**src/rtl/core/nps_pkg.sv**
```systemverilog
package nps_pkg;

    // Fixed field widths of the beats.
    localparam int COORD_W  = 24;
    localparam int DIFF_W   = COORD_W + 1;
    localparam int SQ_W     = 2 * DIFF_W;
    localparam int SUM_W    = SQ_W + 2;
    localparam int ROOT_W   = SUM_W / 2;
    localparam int DIST_W   = 25;
    localparam int THR_W    = 25;
    localparam int INDEX_W  = 10;

    localparam int CAPACITY_DEFAULT = 1024;

    // Action codes.
    localparam logic [1:0] ACT_INSERT = 2'd0;
    localparam logic [1:0] ACT_QUERY  = 2'd1;
    localparam logic [1:0] ACT_CLEAR  = 2'd2;

    typedef struct packed {
        logic [1:0]                action;
        logic signed [COORD_W-1:0] pos_x;
        logic signed [COORD_W-1:0] pos_y;
        logic signed [COORD_W-1:0] pos_z;
        logic [THR_W-1:0]          stop_threshold;
    } nps_in_t;

    typedef struct packed {
        logic [INDEX_W-1:0] entry_index;
        logic [DIST_W-1:0]  best_distance;
        logic               found;
        logic               table_full;
    } nps_out_t;

    // Kind of result the datapath builds when the controller loads the output.
    typedef enum logic [2:0] {
        RES_INSERT,
        RES_FULL,
        RES_EMPTY,
        RES_QUERY,
        RES_CLEAR,
        RES_ZERO
    } nps_res_kind_t;

    typedef struct packed {
        logic          load_in;
        logic          rd_en;
        logic          sqrt_start;
        logic          load_out;
        logic          write_pt;
        logic          clr_count;
        nps_res_kind_t res_kind;
    } nps_cmd_t;

    typedef struct packed {
        logic stop_hit;
        logic pipe_busy;
        logic sqrt_done;
    } nps_sts_t;

endpackage

```
**src/rtl/core/nps_ctrl.sv**
```systemverilog
// Sequencer for insert, query and clear items, and the output valid flag.
module nps_ctrl #(
    parameter int CAPACITY = nps_pkg::CAPACITY_DEFAULT
) (
    input  logic                        clk,
    input  logic                        rst_n,
    input  logic                        in_valid,
    output logic                        in_ready,
    input  logic [1:0]                  action,
    output logic                        out_valid,
    input  logic                        out_ready,
    input  logic [$clog2(CAPACITY):0]   count,
    input  nps_pkg::nps_sts_t           sts,
    output nps_pkg::nps_cmd_t           cmd,
    output logic [$clog2(CAPACITY)-1:0] rd_addr
);

    localparam int IDX_W = $clog2(CAPACITY);

    typedef enum logic [2:0] {
        S_IDLE,
        S_SCAN,
        S_DRAIN,
        S_ROOT,
        S_FINISH
    } state_t;

    state_t                 state_reg, state_next;
    nps_pkg::nps_res_kind_t kind_reg, kind_next;
    logic [IDX_W-1:0]       scan_addr_reg, scan_addr_next;
    logic                   out_valid_reg, out_valid_next;
    logic                   scan_last;

    assign scan_last = ({1'b0, scan_addr_reg} == (count - 1'b1));

    // Next state and commands.
    always_comb
    begin
        state_next     = state_reg;
        kind_next      = kind_reg;
        scan_addr_next = scan_addr_reg;
        out_valid_next = out_valid_reg && !out_ready;
        cmd            = '0;
        cmd.res_kind   = kind_reg;
        in_ready       = (state_reg == S_IDLE);
        case (state_reg)
            S_IDLE:
            begin
                if (in_valid)
                begin
                    cmd.load_in = 1'b1;
                    state_next  = S_FINISH;
                    case (action)
                        nps_pkg::ACT_INSERT:
                        begin
                            kind_next = (count >= (IDX_W + 1)'(CAPACITY)) ?
                                        nps_pkg::RES_FULL : nps_pkg::RES_INSERT;
                        end
                        nps_pkg::ACT_QUERY:
                        begin
                            if (count == '0)
                            begin
                                kind_next = nps_pkg::RES_EMPTY;
                            end
                            else
                            begin
                                kind_next      = nps_pkg::RES_QUERY;
                                scan_addr_next = '0;
                                state_next     = S_SCAN;
                            end
                        end
                        nps_pkg::ACT_CLEAR:
                        begin
                            kind_next = nps_pkg::RES_CLEAR;
                        end
                        default:
                        begin
                            kind_next = nps_pkg::RES_ZERO;
                        end
                    endcase
                end
            end
            S_SCAN:
            begin
                // One stored point read per cycle.
                cmd.rd_en      = 1'b1;
                scan_addr_next = scan_addr_reg + 1'b1;
                if (scan_last || sts.stop_hit)
                begin
                    state_next = S_DRAIN;
                end
            end
            S_DRAIN:
            begin
                if (!sts.pipe_busy)
                begin
                    cmd.sqrt_start = 1'b1;
                    state_next     = S_ROOT;
                end
            end
            S_ROOT:
            begin
                if (sts.sqrt_done)
                begin
                    state_next = S_FINISH;
                end
            end
            S_FINISH:
            begin
                // Load the result once the output register is free.
                if (!out_valid_reg || out_ready)
                begin
                    cmd.load_out   = 1'b1;
                    cmd.write_pt   = (kind_reg == nps_pkg::RES_INSERT);
                    cmd.clr_count  = (kind_reg == nps_pkg::RES_CLEAR);
                    out_valid_next = 1'b1;
                    state_next     = S_IDLE;
                end
            end
            default:
            begin
                state_next = S_IDLE;
            end
        endcase
    end

    // State and registered outputs.
    always_ff @(posedge clk or negedge rst_n)
    begin
        if (!rst_n)
        begin
            state_reg     <= S_IDLE;
            kind_reg      <= nps_pkg::RES_ZERO;
            scan_addr_reg <= '0;
            out_valid_reg <= 1'b0;
        end
        else
        begin
            state_reg     <= state_next;
            kind_reg      <= kind_next;
            scan_addr_reg <= scan_addr_next;
            out_valid_reg <= out_valid_next;
        end
    end

    assign rd_addr   = scan_addr_reg;
    assign out_valid = out_valid_reg;

endmodule

```
**config.mk**
```make
export PLATFORM = sky130hd
export DESIGN_NAME = nps_ctrl
export DESIGN_NICKNAME = d
export VERILOG_FILES = /design/src/rtl/core/nps_pkg.sv /design/src/rtl/core/nps_ctrl.sv
export SDC_FILE = /design/constraint.sdc
export NUM_CORES = 1
export LEC_CHECK = 0
export BUFFER_PORTS_ARGS = -buffer_cell sky130_fd_sc_hd__buf_2
export CAP_MARGIN = 5
export CELL_PAD_IN_SITES_DETAIL_PLACEMENT = 1
export CELL_PAD_IN_SITES_GLOBAL_PLACEMENT = 1
export CORE_MARGIN = 2
export CORE_UTILIZATION = 36
export DETAILED_ROUTE_END_ITERATION = 8
export PLACE_DENSITY = 0.82
export SETUP_SLACK_MARGIN = 0.3
export SLEW_MARGIN = 20
export SYNTH_ARGS = -nofsm -noshare
export SYNTH_HDL_FRONTEND = slang
export SYNTH_SLANG_ARGS = --single-unit
```
**constraint.sdc**
```tcl
create_clock -name clk -period 2.8 [get_ports clk]
set_clock_uncertainty 0.1 [all_clocks]
set_input_delay 0.42 -clock clk [delete_from_list [all_inputs] [get_ports clk]]
set_output_delay 0.42 -clock clk [all_outputs]
set_load 0.02 [all_outputs]
```
==> results of run 1 <==
-- cells in the mapped netlist, types with 2 or more instances --
cell / instances
o21ai_0: 9
mux2_2: 2
xnor2_1: 17
a22o_1: 2
nand3_1: 7
ha_1: 3
or3_1: 2
nor4b_1: 2
nor3_1: 8
o22ai_1: 3
clkbuf_1: 5
nand2_1: 14
nand2b_1: 4
nor4_1: 7
nor3b_1: 2
o211ai_1: 2
dfrtp_1: 15
a21oi_1: 5
inv_1: 10
nor2_1: 18
or4_1: 2
a311oi_1: 2
dfstp_2: 2
xor2_1: 3
-- where the power goes --
| group | internal, mW | switching (mW) | leakage (nW) |
|---|---|---|---|
| sequential | 0.335 | 0.126 | 0.221 |
| combinational | 0.254 | 0.398 | 0.505 |
| clock | 0.101 | 0.0827 | 0.0228 |
-- metal layers --
layer	vias up	GRT usage [%]	routed length, um
met1	675	25.9	1800
met4	0	1.60	10
met2	29	35.5	1830
met5	-	0	0
met3	2	3.30	166
li1	676	-	-
-- what timing repair did --
item	CTS	global route
resized for setup	0	2
setup endpoints to repair	0	2
endpoints found under the hold margin	8	0
hold buffers	1	0
-- path summary, 6_finish.rpt --
kind                                endpoint  cells past startpoint         start
worst max-delay path            state_reg[0]                      7      count[0]
worst min-delay path               out_valid                      3     out_ready
worst max register to register  state_reg[0]                      6  state_reg[0]
worst min register to register     out_valid                      2     out_valid
max in group asynchronous        kind_reg[2]                      2         rst_n
min in group asynchronous         rd_addr[3]                      2         rst_n
-- cell type report --
type,instances,share of cell area [%]
multi-input cells,130,51.0
flip-flops and latches,17,25.6
repair buffers,46,14.8
well taps,48,3.60
clock buffers,4,2.70
inverters,10,2.25
-- worst reg2reg max path, cell delays in order, from the launching register on --
cell	delay, ps
dfrtp_1	550
nor2_1	160
nand4b_1	220
a21boi_0	180
o311ai_0	240
a2111oi_4	360
o22ai_1	120
-- kinds of logic after synthesis --
logic type      after synthesis  share of synthesized area [%]
flops                        17                           32.4
xor+xnor                     20                           13.3
simple gates                 72                           27.7
mux                           3                           2.46
compound gates               32                           16.4
fa+ha+maj                     3                           2.84
buf+inv                      17                           4.92
==> summary.txt, run 1 <==
Die height = 64.6 um
Async set-reset flop share out of synthesis = 100%
Area occupied by multi-input gates = 852 sq um
Root buffer cell = clkbuf_8
Reg-to-reg slack, setup = 720 ps
Setup Slack @ Placement = 71.4 ps
Worst-Margin Slew = 686 ps
Worst hold path class = in -> reg
Number of global-route vias before repair = 1412
Post-DP Area = 1600 sq um
Final min period = 2420 ps
Arr. time, crit path = 2430 ps
Via Count = 1382
Syn Std Cell Area = 1320 sq um
Iteration-0 DRC Markers = 79
CP Data Required Time = 2810 ps
Post-route core utilization = 46.3%
Commonest cells after routing, fill and taps aside = buf_2, nor2_1, xnor2_1
Max H-tree Level = 1
Family with the most delay on the worst path = simple AND/OR/NAND/NOR gates
Area Growth Syn to Fin = 26.4%
Storage cell area = 428 sq um
Slew HR = 53.7%
Gr usage total = 19.8%
Seq/Total Area, Yosys = 32.4%
Final hold vios = 0
Critical path's slowest cell = or4_1
1st-pass router iterations = 4
Max reg flops = 10
CTS clk-pin slew, worst paths = 60 ps
Synth top area cells = dfrtp_1, xnor2_1, nor2_1
Setup violations, final = 0
Share of layout cells above drive strength 1 = 27.5%
Pwr Total = 1.30 mW
Largest net degree at the start of global routing = 18
Worst path most repeated cell = or4_1
Detailed Place HPWL = 3120 um
Routed wire length per instance = 14.9 um
RSZ-0062 raised after global routing = no
CP Capture Type = flip-flop
Post-CTS setup buffer count = 0
Buf/Inv on CP = 1
# placed instances = 250
Routability Congestion = 0.857
Cells along the critical path = buf_2, or4_1, or4_1, a311oi_2, nand4_1, a2111oi_4, o22ai_1
Final ANT Viol Nets = 0
Port Buffers = 40
Post-synth EDFFs = 0
Synth area leader = dfrtp_1
Initial core utilization = 36.6%
Status = finished, final reports clean
CP peak stage delay = 600 ps
Synthesized area per cell = 8.06 sq um
Die ar. = 4170 sq um
Die Width = 64.6 um
MaxCap Viol Count = 0
Synth unique cells = 42
Clock Latency Late Sink = 250 ps
Core area = 3610 sq um
Io pins = 41
TritonCTS clock tree = done
Most used flip-flop cell after synthesis = dfrtp_1
Flops & latches, synth = 17
Global-route wire length before repair = 6600 um
Initial antenna violation count = 0
# nets final = 231
Total CTS buffers = 3
Non-Filler Instances = 255
Clock Path Buffers = 2
CTS Sinks = 17
Synth top area share = 28.4%
WL final = 3810 um
Critical path type = in -> reg
Power per cell area = 776 nW/um^2
Leakage = 0.748 nW
Most common cell after layout, fill and taps aside = buf_2
Setup TNS = 0 ps
Routed vias/inst = 5.42
Worst VDD drop = 0.407 mV
GRT overflow = 0
Crit Path Max Fanout = 5
Filler cell count = 471
Syn_nets = 187
Final WS setup = 383 ps
Slew Viols, Final = 0
DRC = 0
Final period util = 86.3%
Design area = 1670 sq um
WHS = 346 ps
N_diodes = 0
Site Rows = 22
Synth warn = 0
Worst setup SP type = input port
Instance count of the mapped netlist = 164
Fmax = 414 MHz
Power figures use the tool's default switching activity.
==> inputs of run 2 (changes only) <==
--- a/config.mk
+++ b/config.mk
@@ -5,6 +5,7 @@
 export SDC_FILE = /design/constraint.sdc
 export NUM_CORES = 1
 export LEC_CHECK = 0
+export ABC_AREA = 1
 export BUFFER_PORTS_ARGS = -buffer_cell sky130_fd_sc_hd__buf_2
 export CAP_MARGIN = 5
 export CELL_PAD_IN_SITES_DETAIL_PLACEMENT = 1
@@ -12,7 +13,7 @@
 export CORE_MARGIN = 2
 export CORE_UTILIZATION = 36
 export DETAILED_ROUTE_END_ITERATION = 8
-export PLACE_DENSITY = 0.82
+export PLACE_DENSITY = 0.84
 export SETUP_SLACK_MARGIN = 0.3
 export SLEW_MARGIN = 20
 export SYNTH_ARGS = -nofsm -noshare
==> summary.txt, run 2 <==
Status = finished, final reports clean
Final period util = 76.8% (-9.5 points)
CTS Sinks = 17 (unchanged)
Commonest cells after routing, fill and taps aside = nand2_1, buf_2, inv_1
Total CTS buffers = 3 (unchanged)
# placed instances = 316 (+26%)
Most used flip-flop cell after synthesis = dfrtp_1
Post-synth EDFFs = 0 (unchanged)
Filler cell count = 555 (+18%)
CP peak stage delay = 410 ps (-190 ps)
Count leader, synth = nand2_1
RSZ-0062 raised after global routing = no
Setup Slack @ Placement = 645 ps (+573 ps)
Worst setup SP type = flip-flop
Gr usage total = 19.3% (-0.50 points)
Core area = 3970 sq um (+10%)
Routed vias/inst = 4.89 (-9.8%)
Clock Path Buffers = 2 (unchanged)
Synth Area in Adders = 2.55% (-0.29 points)
Fmax = 465 MHz (+12%)
Most common cell after layout, fill and taps aside = nand2_1
Arr. time, crit path = 1630 ps (-800 ps)
GRT overflow = 0 (unchanged)
1st-pass router iterations = 4 (unchanged)
Critical path's slowest cell = dfrtp_1
Final ANT Viol Nets = 0 (unchanged)
Post-route core utilization = 44.9% (-1.4 points)
Largest family of logic cells by synthesized area = simple AND/OR/NAND/NOR gates
Slew Viols, Final = 0 (unchanged)
Setup violations, final = 0 (unchanged)
Non-Filler Instances = 321 (+26%)
Final WS setup = 648 ps (+265 ps)
Initial antenna violation count = 0 (unchanged)
Cells along the critical path = nor2_1, nand2_1, nor2_1, buf_2
Synth area leader = dfrtp_1
DRC = 0 (unchanged)
Global-route wire length before repair = 6840 um (+3.7%)
Via Count = 1569 (+14%)
# resized after CTS = 0 (unchanged)
Compound-gate portion of the synthesized area = 8.06% (-8.3 points)
Synth unique cells = 29 (-31%)
Synth top area share = 25.5% (-2.9 points)
Number of global-route vias before repair = 1587 (+12%)
N_diodes = 0 (unchanged)
Worst VDD drop = 0.316 mV (-22%)
Clock Latency Late Sink = 250 ps (about the same)
CP Data Required Time = 2280 ps (-530 ps)
Pwr Total = 1.12 mW (-13%)
Io pins = 41 (unchanged)
Area occupied by multi-input gates = 891 sq um (+4.6%)
Largest net degree at the start of global routing = 18 (unchanged)
Die height = 68.0 um (+5.3%)
Die ar. = 4620 sq um (+11%)
Syn Std Cell Area = 1470 sq um (+12%)
Root buffer cell = clkbuf_8
Share of layout cells above drive strength 1 = 24.0% (-3.6 points)
Synth top cells by count = nand2_1, inv_1, nor2_1, nand3_1, dfrtp_1
Seq/Total Area, Yosys = 29.0% (-3.4 points)
Routability Congestion = 0.787 (-8.2%)
Syn_nets = 251 (+34%)
Routed wire length per instance = 12.8 um (-14%)
Crit Path Max Fanout = 7 (+2)
Leakage = 0.965 nW (+29%)
Instance count of the mapped netlist = 228 (+39%)
Worst-Margin Slew = 389 ps (-297 ps)
Synthesized area per cell = 6.46 sq um (-20%)
Power per cell area = 629 nW/um^2 (-19%)
Die Width = 68.0 um (+5.3%)
Site Rows = 23 (+4.5%)
Initial core utilization = 37.1% (+0.47 points)
Async set-reset flop share out of synthesis = 100% (unchanged)
MaxCap Viol Count = 0 (unchanged)
Post-DP Area = 1730 sq um (+8.2%)
Synth warn = 0 (unchanged)
CTS clk-pin slew, worst paths = 70 ps (about the same)
Critical path type = reg -> out
Synth top area cells = dfrtp_1, nand2_1, inv_1
Iteration-0 DRC Markers = 54 (-32%)
Area Growth Syn to Fin = 21.0%
Worst path most repeated cell = nor2_1
Xor/xnor cell area share of the yosys netlist = 6.54% (-6.7 points)
Final hold vios = 0 (unchanged)
Storage cell area = 428 sq um (unchanged)
Detailed Place HPWL = 3400 um (+8.9%)
# nets final = 295 (+28%)
WL final = 4120 um (+8.3%)
Mux share of post-synthesis cell area = 0% (-2.5 points)
TritonCTS clock tree = done
Final min period = 2150 ps (-265 ps)
Setup TNS = 0 ps (unchanged)
Max reg flops = 10 (unchanged)
Port Buffers = 40 (unchanged)
Design area = 1780 sq um (+6.7%)
Simple-gate share of the synthesized area = 43.3% (+16 points)
Worst hold path class = in -> reg
WHS = 334 ps (-11.7 ps)
Slew HR = 74.0% (+20 points)
Flops & latches, synth = 17 (unchanged)
CP Capture Type = output pin
Max H-tree Level = 1 (unchanged)
run 2: cell count changes in the layout (fill, tap and decap cells not counted), sizes merged, moves of 6 or more:
cell	previous run	this run
nand3	7	20
xnor2	17	2
nor3	8	2
o21ai	9	15
inv	10	39
nand2	14	77
nor2	18	31
xor2	3	9
run 2: what timing repair did:
action | 4_1_cts | 5_1_grt
endpoints found under the hold margin | 2 | 0
setup endpoints to repair | 0 | 0
setup buffers | 0 | 0
hold buffers | 1 | 0
run 2: final timing paths:
| path | from | to | slack, ps | cells after the start |
|---|---|---|---|---|
| hold / removal | action[1] | kind_reg[2] | 330 | 3 |
| max in group asynchronous | rst_n | kind_reg[2] | 1750 | 2 |
| setup reg to reg | rd_addr[0] | rd_addr[8] | 980 | 7 |
| min in group asynchronous | rst_n | rd_addr[2] | 530 | 2 |
| hold reg to reg | kind_reg[0] | kind_reg[0] | 440 | 2 |
| setup / recovery | state_reg[2] | cmd[8] | 650 | 4 |
run 2: cell families (layout without fill, tap and decap cells):
kind of cell,Yosys count,after routing
buf+inv,41,84
xor+xnor,11,11
simple gates,136,136
fa+ha+maj,3,3
compound gates,20,20
flops,17,17
run 2: final cells by class:
| cell class | instances | area share [%] |
|---|---|---|
| clock buffers | 4 | 2.53 |
| inverters | 39 | 8.21 |
| multi-input cells | 170 | 50.0 |
| flip-flops and latches | 17 | 24.0 |
| well taps | 50 | 3.51 |
| repair buffers | 41 | 11.8 |
run 2: where the power goes:
group / leakage, nW / internal (mW) / switching, mW
clock network: 0.0228 / 0.101 / 0.0853
registers: 0.224 / 0.315 / 0.0637
logic: 0.718 / 0.180 / 0.377
run 2: critical path, delay by kind of cell, from the launching register on:
family                 cells  cell delay (ps)
buffers and inverters      1              240
DFF                        1              410
and+or+nand+nor            3              730
run 2: metal layers:
layer / routed length [um] / part of all wire [%] / up-vias / GRT usage (%)
met5: 0 / 0 / - / 0
met2: 2080 / 51 / 21 / 35.1
li1: - / - / 792 / -
met4: 42 / 1.0 / 0 / 5.25
met3: 75 / 1.8 / 4 / 1.15
met1: 1920 / 47 / 752 / 24.6
